==> src/sv/ffp_pkg.sv <==
`timescale 1ns / 1ps
// ----------------------------------------------------------------------------
// ffp_pkg
// Shared codes and constants for the fundamental matrix block.
// ----------------------------------------------------------------------------
package ffp_pkg;

  localparam int DET_SHIFT = 20;
  localparam int OUT_W     = 48;
  localparam int ELEM_IN_W = 16;

  localparam logic OP_LOAD    = 1'b0;
  localparam logic OP_COMPUTE = 1'b1;

  typedef logic [1:0] idx2_t;

  // Column pairs of the 2x2 minors: (0,1) (0,2) (0,3) (1,2) (1,3) (2,3)
  function automatic idx2_t pair_col_a(input logic [2:0] p);
    case (p)
      3'd0, 3'd1, 3'd2: pair_col_a = 2'd0;
      3'd3, 3'd4:       pair_col_a = 2'd1;
      default:          pair_col_a = 2'd2;
    endcase
  endfunction

  function automatic idx2_t pair_col_b(input logic [2:0] p);
    case (p)
      3'd0:       pair_col_b = 2'd1;
      3'd1, 3'd3: pair_col_b = 2'd2;
      default:    pair_col_b = 2'd3;
    endcase
  endfunction

endpackage

==> src/sv/ffp_if.sv <==
`timescale 1ns / 1ps
// ----------------------------------------------------------------------------
// ffp_in_if / ffp_out_if
// Valid/ready channels for commands and fundamental matrix entries.
// ----------------------------------------------------------------------------
interface ffp_in_if;
  logic        valid;
  logic        ready;
  logic        opcode;
  logic        which_matrix;
  logic [1:0]  elem_row;
  logic [1:0]  elem_col;
  logic signed [15:0] elem_value;
  modport source (output valid, opcode, which_matrix, elem_row, elem_col, elem_value,
                  input ready);
  modport sink (input valid, opcode, which_matrix, elem_row, elem_col, elem_value,
                output ready);
endinterface

interface ffp_out_if;
  logic        valid;
  logic        ready;
  logic [1:0]  out_row;
  logic [1:0]  out_col;
  logic signed [47:0] out_value;
  logic        saturated;
  logic        last;
  modport source (output valid, out_row, out_col, out_value, saturated, last,
                  input ready);
  modport sink (input valid, out_row, out_col, out_value, saturated, last,
                output ready);
endinterface

==> src/sv/ffp_ram.sv <==
`timescale 1ns / 1ps
// ----------------------------------------------------------------------------
// ffp_ram
// Generic single-port RAM with registered read data.
// ----------------------------------------------------------------------------
module ffp_ram #(
  parameter int WIDTH = 16,
  parameter int DEPTH = 24
) (
  input  logic                     clk,
  input  logic                     we,
  input  logic [$clog2(DEPTH)-1:0] addr,
  input  logic [WIDTH-1:0]         wdata,
  output logic [WIDTH-1:0]         rdata
);

  logic [WIDTH-1:0] mem [DEPTH];

  // write one entry when enabled, and read the addressed entry
  always_ff @(posedge clk) begin
    if (we) begin
      mem[addr] <= wdata;
    end
    rdata <= mem[addr];
  end

endmodule

==> src/sv/fundamental_from_projections.sv <==
`timescale 1ns / 1ps
// ----------------------------------------------------------------------------
// fundamental_from_projections
// Builds the 3x3 fundamental matrix from two stored 3x4 projections.
// ----------------------------------------------------------------------------
// A load beat writes one element into the 24-entry store unless its row is 3.
// A compute beat emits nine entries in row-major order, the ninth marked last.
// Each entry is a 4x4 determinant: 16 store reads through the one port, twelve
// 2x2 minors, six minor products, each split in two halves, summed into a wide
// accumulator, then a shift and saturate that hands the beat to the output
// register, waiting there while the previous beat has not been taken.
// The block takes no input beat while a compute is in progress.
module fundamental_from_projections
  import ffp_pkg::*;
#(
  parameter int ELEMENT_WIDTH = 16
) (
  input  logic       clk,
  input  logic       rst_n,
  ffp_in_if.sink     in_ch,
  ffp_out_if.source  out_ch
);

  localparam int EW = ELEMENT_WIDTH;
  localparam int MW = 2 * EW + 1;
  localparam int H  = MW / 2;
  localparam int AW = 4 * EW + 4;
  localparam int PW = MW + H + 2;
  localparam int SW = (AW - DET_SHIFT > OUT_W) ? AW - DET_SHIFT : OUT_W;

  localparam logic [2:0] ST_IDLE  = 3'd0;
  localparam logic [2:0] ST_LOAD  = 3'd1;
  localparam logic [2:0] ST_MINOR = 3'd2;
  localparam logic [2:0] ST_TERM  = 3'd3;
  localparam logic [2:0] ST_EMIT  = 3'd4;

  logic [2:0] state_r, state_nxt;
  logic [4:0] cnt_r, cnt_nxt;
  logic [1:0] i_r, i_nxt, j_r, j_nxt;

  logic signed [EW-1:0] e_r [16];
  logic signed [MW-1:0] mt_r [6];
  logic signed [MW-1:0] mb_r [6];
  logic signed [PW-1:0] prod_r;
  logic                 prod_hi_r;
  logic signed [AW-1:0] acc_r;

  logic        out_valid_r;
  logic [1:0]  out_row_r, out_col_r;
  logic signed [OUT_W-1:0] out_value_r;
  logic        out_sat_r, out_last_r;

  // store port
  logic          ram_we;
  logic [4:0]    ram_addr;
  logic [EW-1:0] ram_wdata, ram_rdata;
  logic [31:0]   elem_u;

  ffp_ram #(.WIDTH(EW), .DEPTH(24)) u_store (
    .clk   (clk),
    .we    (ram_we),
    .addr  (ram_addr),
    .wdata (ram_wdata),
    .rdata (ram_rdata)
  );

  logic in_fire, out_free;
  assign in_ch.ready = (state_r == ST_IDLE);
  assign in_fire     = in_ch.valid && in_ch.ready;
  assign out_free    = !out_valid_r || out_ch.ready;

  // read address of the determinant rows: t0 t1 from P1, b0 b1 from P2
  logic [1:0] rd_base;
  logic [2:0] rd_sum;
  logic [1:0] rd_row;
  logic [3:0] rd_k;
  assign rd_k    = cnt_r[3:0];
  assign rd_base = rd_k[3] ? i_r : j_r;
  assign rd_sum  = 3'(rd_base) + 3'd1 + 3'(rd_k[2]);
  assign rd_row  = (rd_sum >= 3'd3) ? 2'(rd_sum - 3'd3) : rd_sum[1:0];

  assign elem_u    = 32'(unsigned'(in_ch.elem_value));
  assign ram_wdata = elem_u[EW-1:0];
  assign ram_we    = in_fire && (in_ch.opcode == OP_LOAD) && (in_ch.elem_row != 2'd3);
  always_comb begin
    if (state_r == ST_IDLE) begin
      ram_addr = (in_ch.which_matrix ? 5'd12 : 5'd0) + 5'({in_ch.elem_row, in_ch.elem_col});
    end else begin
      ram_addr = (rd_k[3] ? 5'd12 : 5'd0) + 5'({rd_row, rd_k[1:0]});
    end
  end

  // 2x2 minor of the current step
  logic [2:0] mp;
  logic [3:0] r0b;
  idx2_t      ca, cb;
  logic signed [2*EW-1:0] p1, p2;
  logic signed [MW-1:0]   minor_w;
  always_comb begin
    if (cnt_r < 5'd6) begin
      mp  = cnt_r[2:0];
      r0b = 4'd0;
    end else begin
      mp  = 3'(5'd11 - cnt_r);
      r0b = 4'd8;
    end
    ca = pair_col_a(mp);
    cb = pair_col_b(mp);
    p1 = e_r[r0b + 4'(ca)] * e_r[r0b + 4'd4 + 4'(cb)];
    p2 = e_r[r0b + 4'(cb)] * e_r[r0b + 4'd4 + 4'(ca)];
    minor_w = MW'(p1) - MW'(p2);
  end

  // split product of the head minors, sign folded into the top minor
  logic [2:0] tp;
  logic signed [MW:0]  ta;
  logic signed [H:0]   tb;
  logic signed [PW-1:0] mul_w;
  logic signed [AW-1:0] add_w;
  always_comb begin
    tp = 3'(cnt_r >> 1);
    ta = (tp == 3'd1 || tp == 3'd4) ? -(MW + 1)'(mt_r[0]) : (MW + 1)'(mt_r[0]);
    if (cnt_r[0]) begin
      tb = (H + 1)'(mb_r[0] >>> H);
    end else begin
      tb = signed'({1'b0, mb_r[0][H-1:0]});
    end
    mul_w = PW'(ta) * PW'(tb);
    add_w = prod_hi_r ? (AW'(prod_r) <<< H) : AW'(prod_r);
  end

  // shift right by DET_SHIFT bits and clip to the signed 48-bit output range
  logic signed [SW+DET_SHIFT-1:0] acc_x;
  logic signed [SW-1:0]           sh;
  logic                           fits;
  assign acc_x = (SW + DET_SHIFT)'(acc_r);
  assign sh    = SW'(acc_x >>> DET_SHIFT);
  assign fits  = (&sh[SW-1:OUT_W-1]) || !(|sh[SW-1:OUT_W-1]);

  // sequence the nine determinants
  always_comb begin
    state_nxt = state_r;
    cnt_nxt   = cnt_r;
    i_nxt     = i_r;
    j_nxt     = j_r;
    case (state_r)
      ST_IDLE: begin
        if (in_fire && in_ch.opcode == OP_COMPUTE) begin
          state_nxt = ST_LOAD;
          cnt_nxt   = 5'd0;
          i_nxt     = 2'd0;
          j_nxt     = 2'd0;
        end
      end
      ST_LOAD: begin
        if (cnt_r == 5'd16) begin
          state_nxt = ST_MINOR;
          cnt_nxt   = 5'd0;
        end else begin
          cnt_nxt = cnt_r + 5'd1;
        end
      end
      ST_MINOR: begin
        if (cnt_r == 5'd11) begin
          state_nxt = ST_TERM;
          cnt_nxt   = 5'd0;
        end else begin
          cnt_nxt = cnt_r + 5'd1;
        end
      end
      ST_TERM: begin
        if (cnt_r == 5'd12) begin
          state_nxt = ST_EMIT;
        end else begin
          cnt_nxt = cnt_r + 5'd1;
        end
      end
      ST_EMIT: begin
        if (out_free) begin
          cnt_nxt = 5'd0;
          if (i_r == 2'd2 && j_r == 2'd2) begin
            state_nxt = ST_IDLE;
          end else begin
            state_nxt = ST_LOAD;
            if (j_r == 2'd2) begin
              j_nxt = 2'd0;
              i_nxt = i_r + 2'd1;
            end else begin
              j_nxt = j_r + 2'd1;
            end
          end
        end
      end
      default: state_nxt = ST_IDLE;
    endcase
  end

  always_ff @(posedge clk) begin
    if (!rst_n) begin
      state_r <= ST_IDLE;
      cnt_r   <= 5'd0;
      i_r     <= 2'd0;
      j_r     <= 2'd0;
    end else begin
      state_r <= state_nxt;
      cnt_r   <= cnt_nxt;
      i_r     <= i_nxt;
      j_r     <= j_nxt;
    end
  end

  // datapath registers
  always_ff @(posedge clk) begin
    if (state_r == ST_LOAD && cnt_r != 5'd0) begin
      for (int k = 0; k < 15; k++) begin
        e_r[k] <= e_r[k+1];
      end
      e_r[15] <= signed'(ram_rdata);
    end
    if (state_r == ST_MINOR) begin
      if (cnt_r < 5'd6) begin
        for (int k = 0; k < 5; k++) begin
          mt_r[k] <= mt_r[k+1];
        end
        mt_r[5] <= minor_w;
      end else begin
        for (int k = 0; k < 5; k++) begin
          mb_r[k] <= mb_r[k+1];
        end
        mb_r[5] <= minor_w;
      end
    end
    if (state_r == ST_TERM) begin
      if (cnt_r < 5'd12) begin
        prod_r    <= mul_w;
        prod_hi_r <= cnt_r[0];
        if (cnt_r[0]) begin
          for (int k = 0; k < 5; k++) begin
            mt_r[k] <= mt_r[k+1];
            mb_r[k] <= mb_r[k+1];
          end
        end
      end
      if (cnt_r == 5'd0) begin
        acc_r <= '0;
      end else begin
        acc_r <= acc_r + add_w;
      end
    end
  end

  // hold the result beat until taken
  always_ff @(posedge clk) begin
    if (!rst_n) begin
      out_valid_r <= 1'b0;
    end else if (state_r == ST_EMIT && out_free) begin
      out_valid_r <= 1'b1;
    end else if (out_ch.ready) begin
      out_valid_r <= 1'b0;
    end
  end

  always_ff @(posedge clk) begin
    if (state_r == ST_EMIT && out_free) begin
      out_row_r   <= i_r;
      out_col_r   <= j_r;
      out_sat_r   <= !fits;
      out_last_r  <= (i_r == 2'd2 && j_r == 2'd2);
      if (fits) begin
        out_value_r <= sh[OUT_W-1:0];
      end else if (sh[SW-1]) begin
        out_value_r <= {1'b1, {(OUT_W-1){1'b0}}};
      end else begin
        out_value_r <= {1'b0, {(OUT_W-1){1'b1}}};
      end
    end
  end

  assign out_ch.valid     = out_valid_r;
  assign out_ch.out_row   = out_row_r;
  assign out_ch.out_col   = out_col_r;
  assign out_ch.out_value = out_value_r;
  assign out_ch.saturated = out_sat_r;
  assign out_ch.last      = out_last_r;

`ifndef SYNTHESIS
  a_last_pos: assert property (@(posedge clk) disable iff (!rst_n)
    out_valid_r && out_last_r |-> out_row_r == 2'd2 && out_col_r == 2'd2)
    else $error("last beat not at entry (2,2)");
  a_term_after_minor: assert property (@(posedge clk) disable iff (!rst_n)
    $rose(state_r == ST_TERM) |-> $past(state_r) == ST_MINOR)
    else $error("product phase entered out of order");
  a_run_end: assert property (@(posedge clk) disable iff (!rst_n)
    state_r == ST_EMIT && out_free && i_r == 2'd2 && j_r == 2'd2 |=> state_r == ST_IDLE)
    else $error("run did not end after ninth entry");
  a_busy_no_ready: assert property (@(posedge clk) disable iff (!rst_n)
    state_r == ST_LOAD |-> !in_ch.ready && !ram_we)
    else $error("store written during compute");
`endif

endmodule

==> src/flat_wrapper.sv <==
// flat-port wrapper written by rule: the top's interface ports become plain ports
module fundamental_from_projections_flat import ffp_pkg::*;
#(
  parameter int ELEMENT_WIDTH = 16
)
  (clk, rst_n, in_ch_valid, in_ch_opcode, in_ch_which_matrix, in_ch_elem_row, in_ch_elem_col, in_ch_elem_value, in_ch_ready, out_ch_valid, out_ch_out_row, out_ch_out_col, out_ch_out_value, out_ch_saturated, out_ch_last, out_ch_ready);
  ffp_in_if in_ch_i ();
  ffp_out_if out_ch_i ();
  input  logic clk;
  input  logic rst_n;
  input wire logic [$bits(in_ch_i.valid)-1:0] in_ch_valid;
  input wire logic [$bits(in_ch_i.opcode)-1:0] in_ch_opcode;
  input wire logic [$bits(in_ch_i.which_matrix)-1:0] in_ch_which_matrix;
  input wire logic [$bits(in_ch_i.elem_row)-1:0] in_ch_elem_row;
  input wire logic [$bits(in_ch_i.elem_col)-1:0] in_ch_elem_col;
  input wire logic [$bits(in_ch_i.elem_value)-1:0] in_ch_elem_value;
  output wire logic [$bits(in_ch_i.ready)-1:0] in_ch_ready;
  output wire logic [$bits(out_ch_i.valid)-1:0] out_ch_valid;
  output wire logic [$bits(out_ch_i.out_row)-1:0] out_ch_out_row;
  output wire logic [$bits(out_ch_i.out_col)-1:0] out_ch_out_col;
  output wire logic [$bits(out_ch_i.out_value)-1:0] out_ch_out_value;
  output wire logic [$bits(out_ch_i.saturated)-1:0] out_ch_saturated;
  output wire logic [$bits(out_ch_i.last)-1:0] out_ch_last;
  input wire logic [$bits(out_ch_i.ready)-1:0] out_ch_ready;
  assign in_ch_i.valid = in_ch_valid;
  assign in_ch_i.opcode = in_ch_opcode;
  assign in_ch_i.which_matrix = in_ch_which_matrix;
  assign in_ch_i.elem_row = in_ch_elem_row;
  assign in_ch_i.elem_col = in_ch_elem_col;
  assign in_ch_i.elem_value = in_ch_elem_value;
  assign in_ch_ready = in_ch_i.ready;
  assign out_ch_valid = out_ch_i.valid;
  assign out_ch_out_row = out_ch_i.out_row;
  assign out_ch_out_col = out_ch_i.out_col;
  assign out_ch_out_value = out_ch_i.out_value;
  assign out_ch_saturated = out_ch_i.saturated;
  assign out_ch_last = out_ch_i.last;
  assign out_ch_i.ready = out_ch_ready;
  fundamental_from_projections #(.ELEMENT_WIDTH(ELEMENT_WIDTH)) u_core (.clk(clk), .rst_n(rst_n), .in_ch(in_ch_i), .out_ch(out_ch_i));
endmodule
==> config.mk <==
export PLATFORM = sky130hd
export DESIGN_NAME = fundamental_from_projections_flat
export DESIGN_NICKNAME = d
export VERILOG_FILES = /design/src/sv/ffp_pkg.sv /design/src/sv/ffp_if.sv /design/src/sv/ffp_ram.sv /design/src/sv/fundamental_from_projections.sv /design/src/flat_wrapper.sv
export SDC_FILE = /design/constraint.sdc
export NUM_CORES = 2
export LEC_CHECK = 0
export ABC_AREA = 1
export BUFFER_PORTS_ARGS = -buffer_cell sky130_fd_sc_hd__buf_2
export CAP_MARGIN = 20
export CORE_UTILIZATION = 25
export DETAILED_ROUTE_END_ITERATION = 10
export GPL_ROUTABILITY_DRIVEN = 1
export SYNTH_ARGS = -nofsm -noshare
export SYNTH_HDL_FRONTEND = slang
export SYNTH_HIERARCHICAL = 1
export SYNTH_SLANG_ARGS = --single-unit
export TNS_END_PERCENT = 30
==> constraint.sdc <==
create_clock -name clk -period 18.4 [get_ports clk]
set_input_delay 0.92 -clock clk [delete_from_list [all_inputs] [get_ports clk]]
set_output_delay 0.92 -clock clk [all_outputs]
set_load 0.02 [all_outputs]
==> flow_summary.ini <==
[status]
outcome = finished, violations left
failed_checks = design-rule violations

[clock_network]
insertion_delay_ns = 0.82
clk_pin_slew_ns = 0.07
cts_setup_buffers = 0
cts-buffers-inserted = 116
cts_tree = built
clock-sinks = 1238
post_cts_resized = 0
cts.path.max_buffers = 3
cts_max_level = 3
ctsHoldBuffers = 0
cts_root_buffer = clkbuf_16

[synthesis]
synth_top_area_frac = 0.388
async_flop_share = 0
synthCells = 9629
synth_cell_types = 60
synth_area_sq_um = 93700
synth_edf_count = 1209
ys.flop_type = edfxtp_1
synth_commonest_cells = nand2_1, inv_1, edfxtp_1, fa_1, nor2_1
synth-seq-area-share = 0.394
synth.largest_area_cell = edfxtp_1
syn_avg_cell_area_sq_um = 9.73
syn_nets = 11200
synth-seq-cells = 1238
yosysWarnings = 6
synth_area_leaders = edfxtp_1, fa_1, nand2_1, inv_1, ha_1
yosysMostFrequentCell = nand2_1

[detailed_routing]
met3_length_microns = 16600
wl_per_cell_microns = 18.1
wl_met2_microns = 128000
via_count = 65800
dr.pass1.iters = 9
drt_iter0_markers = 5628
drt-total-wl_microns = 267000
post-route-drc-count = 22
top_layer = met5
ant_nets = 0
m1WireLength_microns = 111000
viasPerCell = 4.46

[final_layout]
nNetsFinal = 11200
area_growth_syn_to_layout_pct = 11.0
multiInputGateArea_sq_um = 49000
regArea_sq_um = 36900
nFillCells = 39100
drive_gt1_frac = 0.0565

[global_routing]
grt_overflow = 0
grt_max_degree = 122
track_usage = 0.139
grt_pass1_wl_microns = 408000
grt_pass1_vias = 66800
antenna_found_initial = 6

[sta]
worstMarginPinSlew_ns = 1.17
hold_viol = 0
period_minus_slack_ns = 11.42
finClkSkew_ns = 0.137
slew_headroom = 0.220
fmax_ghz = 0.0875
setup_viol = 0
setup_tns_ns = 0
timing.final.ws_setup_ns = 6.98
hold_slack_ns = 0.343
slew_violations = 0
period_share = 0.621
rsz0062_at_grt = false

[place]
dp_slack_ns = 7.07
gp_congestion = 0.943
io_buffer_count = 80
dp_hpwl_microns = 205000

[worst_hold_path]
min_from = u_core/u_store/rdata[9]
hp-class = flip-flop to flip-flop

[floorplanning]
die_w_microns = 614
core_sq_um = 372000
start_util = 0.251
fp-row-count = 224
pin_count = 82
die_area_sq_um = 377000
die_h_microns = 614

[critical_path]
required_ns = 18.83
start_kind = flip-flop
endpoint_kind = flip-flop
crit_path_start = u_core/cnt_r[2]
timing.rr.start = u_core/cnt_r[2]
slowest_delay_ns = 0.77
cpMostUsedCell = fa_1
path_class = flip-flop to flip-flop
cp_max_fo = 100
arrival_ns = 11.85
cpMaxStageDelayCell = inv_1

[job]
max_cap_violations = 0
cell type report:
cell class                      instances  area share
Timing Repair Buffer                  190      0.0120
Sequential cell                      1238       0.355
Inverter                             1759      0.0636
Clock buffer                          140      0.0296
Tap cell                             4972      0.0598
Antenna cell                            2   0.0000481
Clock inverter                         80     0.00934
Multi-Input combinational cell       6353       0.471
flip-flops by register name, summed over array words and instances, names as in the netlist, 2 cells and up:
| register | flops |
|---|---|
| u_core/mb_r | 198 |
| u_core/acc_r | 68 |
| u_core/mt_r | 198 |
| u_core/j_r | 2 |
| u_core/i_r | 2 |
| u_core/e_r | 256 |
| u_core/cnt_r | 5 |
| u_core/out_ch.out_col | 2 |
| u_core/prod_r | 51 |
| u_core/state_r | 3 |
| u_core/out_ch.out_row | 2 |
| u_core/u_store/mem | 384 |
| u_core/out_ch.out_value | 48 |
| u_core/u_store/rdata | 16 |
worst max-delay path, delay by kind of cell, from the launching register on:
family                   cells  cell delay, ns
adder cells (fa/ha/maj)      9            4.31
AND/OR/NAND/NOR             14            3.37
buffers and inverters        9            2.40
flip-flops                   1            0.64
XOR/XNOR                     1            0.15
AO/OA/AOI/OAI                1            0.10
placed cells by master (no fill, tap or decap), types with 7 or more instances in the layout:
| cell | synthesis | layout |
|---|---|---|
| inv_1 | 1729 | 1728 |
| o211ai_1 | 59 | 59 |
| clkbuf_16 | 0 | 116 |
| ha_1 | 355 | 355 |
| clkbuf_8 | 0 | 9 |
| a31oi_1 | 8 | 8 |
| edfxtp_1 | 1209 | 1209 |
| a21oi_1 | 295 | 295 |
| inv_2 | 21 | 19 |
| or2_2 | 50 | 50 |
| clkinv_1 | 7 | 20 |
| nand3_1 | 496 | 495 |
| dfxtp_1 | 29 | 28 |
| nor2_1 | 892 | 889 |
| o21a_1 | 22 | 22 |
| o21ai_0 | 190 | 183 |
| nand2_1 | 2447 | 2447 |
| buf_2 | 113 | 82 |
| fa_1 | 1145 | 1145 |
| clkinv_16 | 0 | 7 |
| nor3_1 | 28 | 26 |
| bufinv_16 | 0 | 14 |
| nor4_1 | 11 | 11 |
| nor2_4 | 6 | 9 |
| a21o_1 | 15 | 15 |
| clkinv_2 | 1 | 30 |
| clkbuf_1 | 114 | 15 |
| xnor2_1 | 35 | 35 |
| buf_4 | 23 | 106 |
| o21bai_1 | 39 | 39 |
| o21ai_2 | 3 | 7 |
| nand4_2 | 15 | 15 |
| nand4_1 | 71 | 71 |
| nand3b_1 | 14 | 14 |
| nand2_2 | 32 | 32 |
| xor2_1 | 68 | 67 |
per-layer routing:
| layer | global-route usage | vias up |
|---|---|---|
| li1 | - | 30200 |
| met1 | 0.180 | 32600 |
| met2 | 0.238 | 2397 |
| met3 | 0.0181 | 521 |
| met4 | 0.0505 | 10 |
| met5 | 0 | - |
path summary, 6_finish.rpt:
check	end	slack [ns]	depth (start not counted)
worst min-delay path	u_core/e_r[15][9]	0.34	0
worst max-delay path	u_core/mt_r[5][25]	6.98	34
worst max register to register	u_core/mt_r[5][25]	6.98	34
worst min register to register	u_core/e_r[15][9]	0.34	0
metrics by stage:
stage                util  instance area, sq um  cells
floorplan               -                 93700   9629
global placement    0.268                 99900  14500
finish              0.279                104000  14700
global route        0.279                104000  14700
CTS                 0.279                104000  14700
detailed placement  0.268                 99900  14500
kinds of logic after synthesis:
kind of cell / count (synthesis) / synth area share
XOR/XNOR: 104 / 0.00992
AND/OR/NAND/NOR: 4087 / 0.179
other: 1 / 0.0000400
flip-flops: 1238 / 0.394
adder cells (fa/ha/maj): 1500 / 0.292
buffers and inverters: 2038 / 0.0848
AO/OA/AOI/OAI: 661 / 0.0401
Power is left out: the tool's default activity adds up to more than one toggle a clock period on the data nets, which glitch-free logic cannot reach.
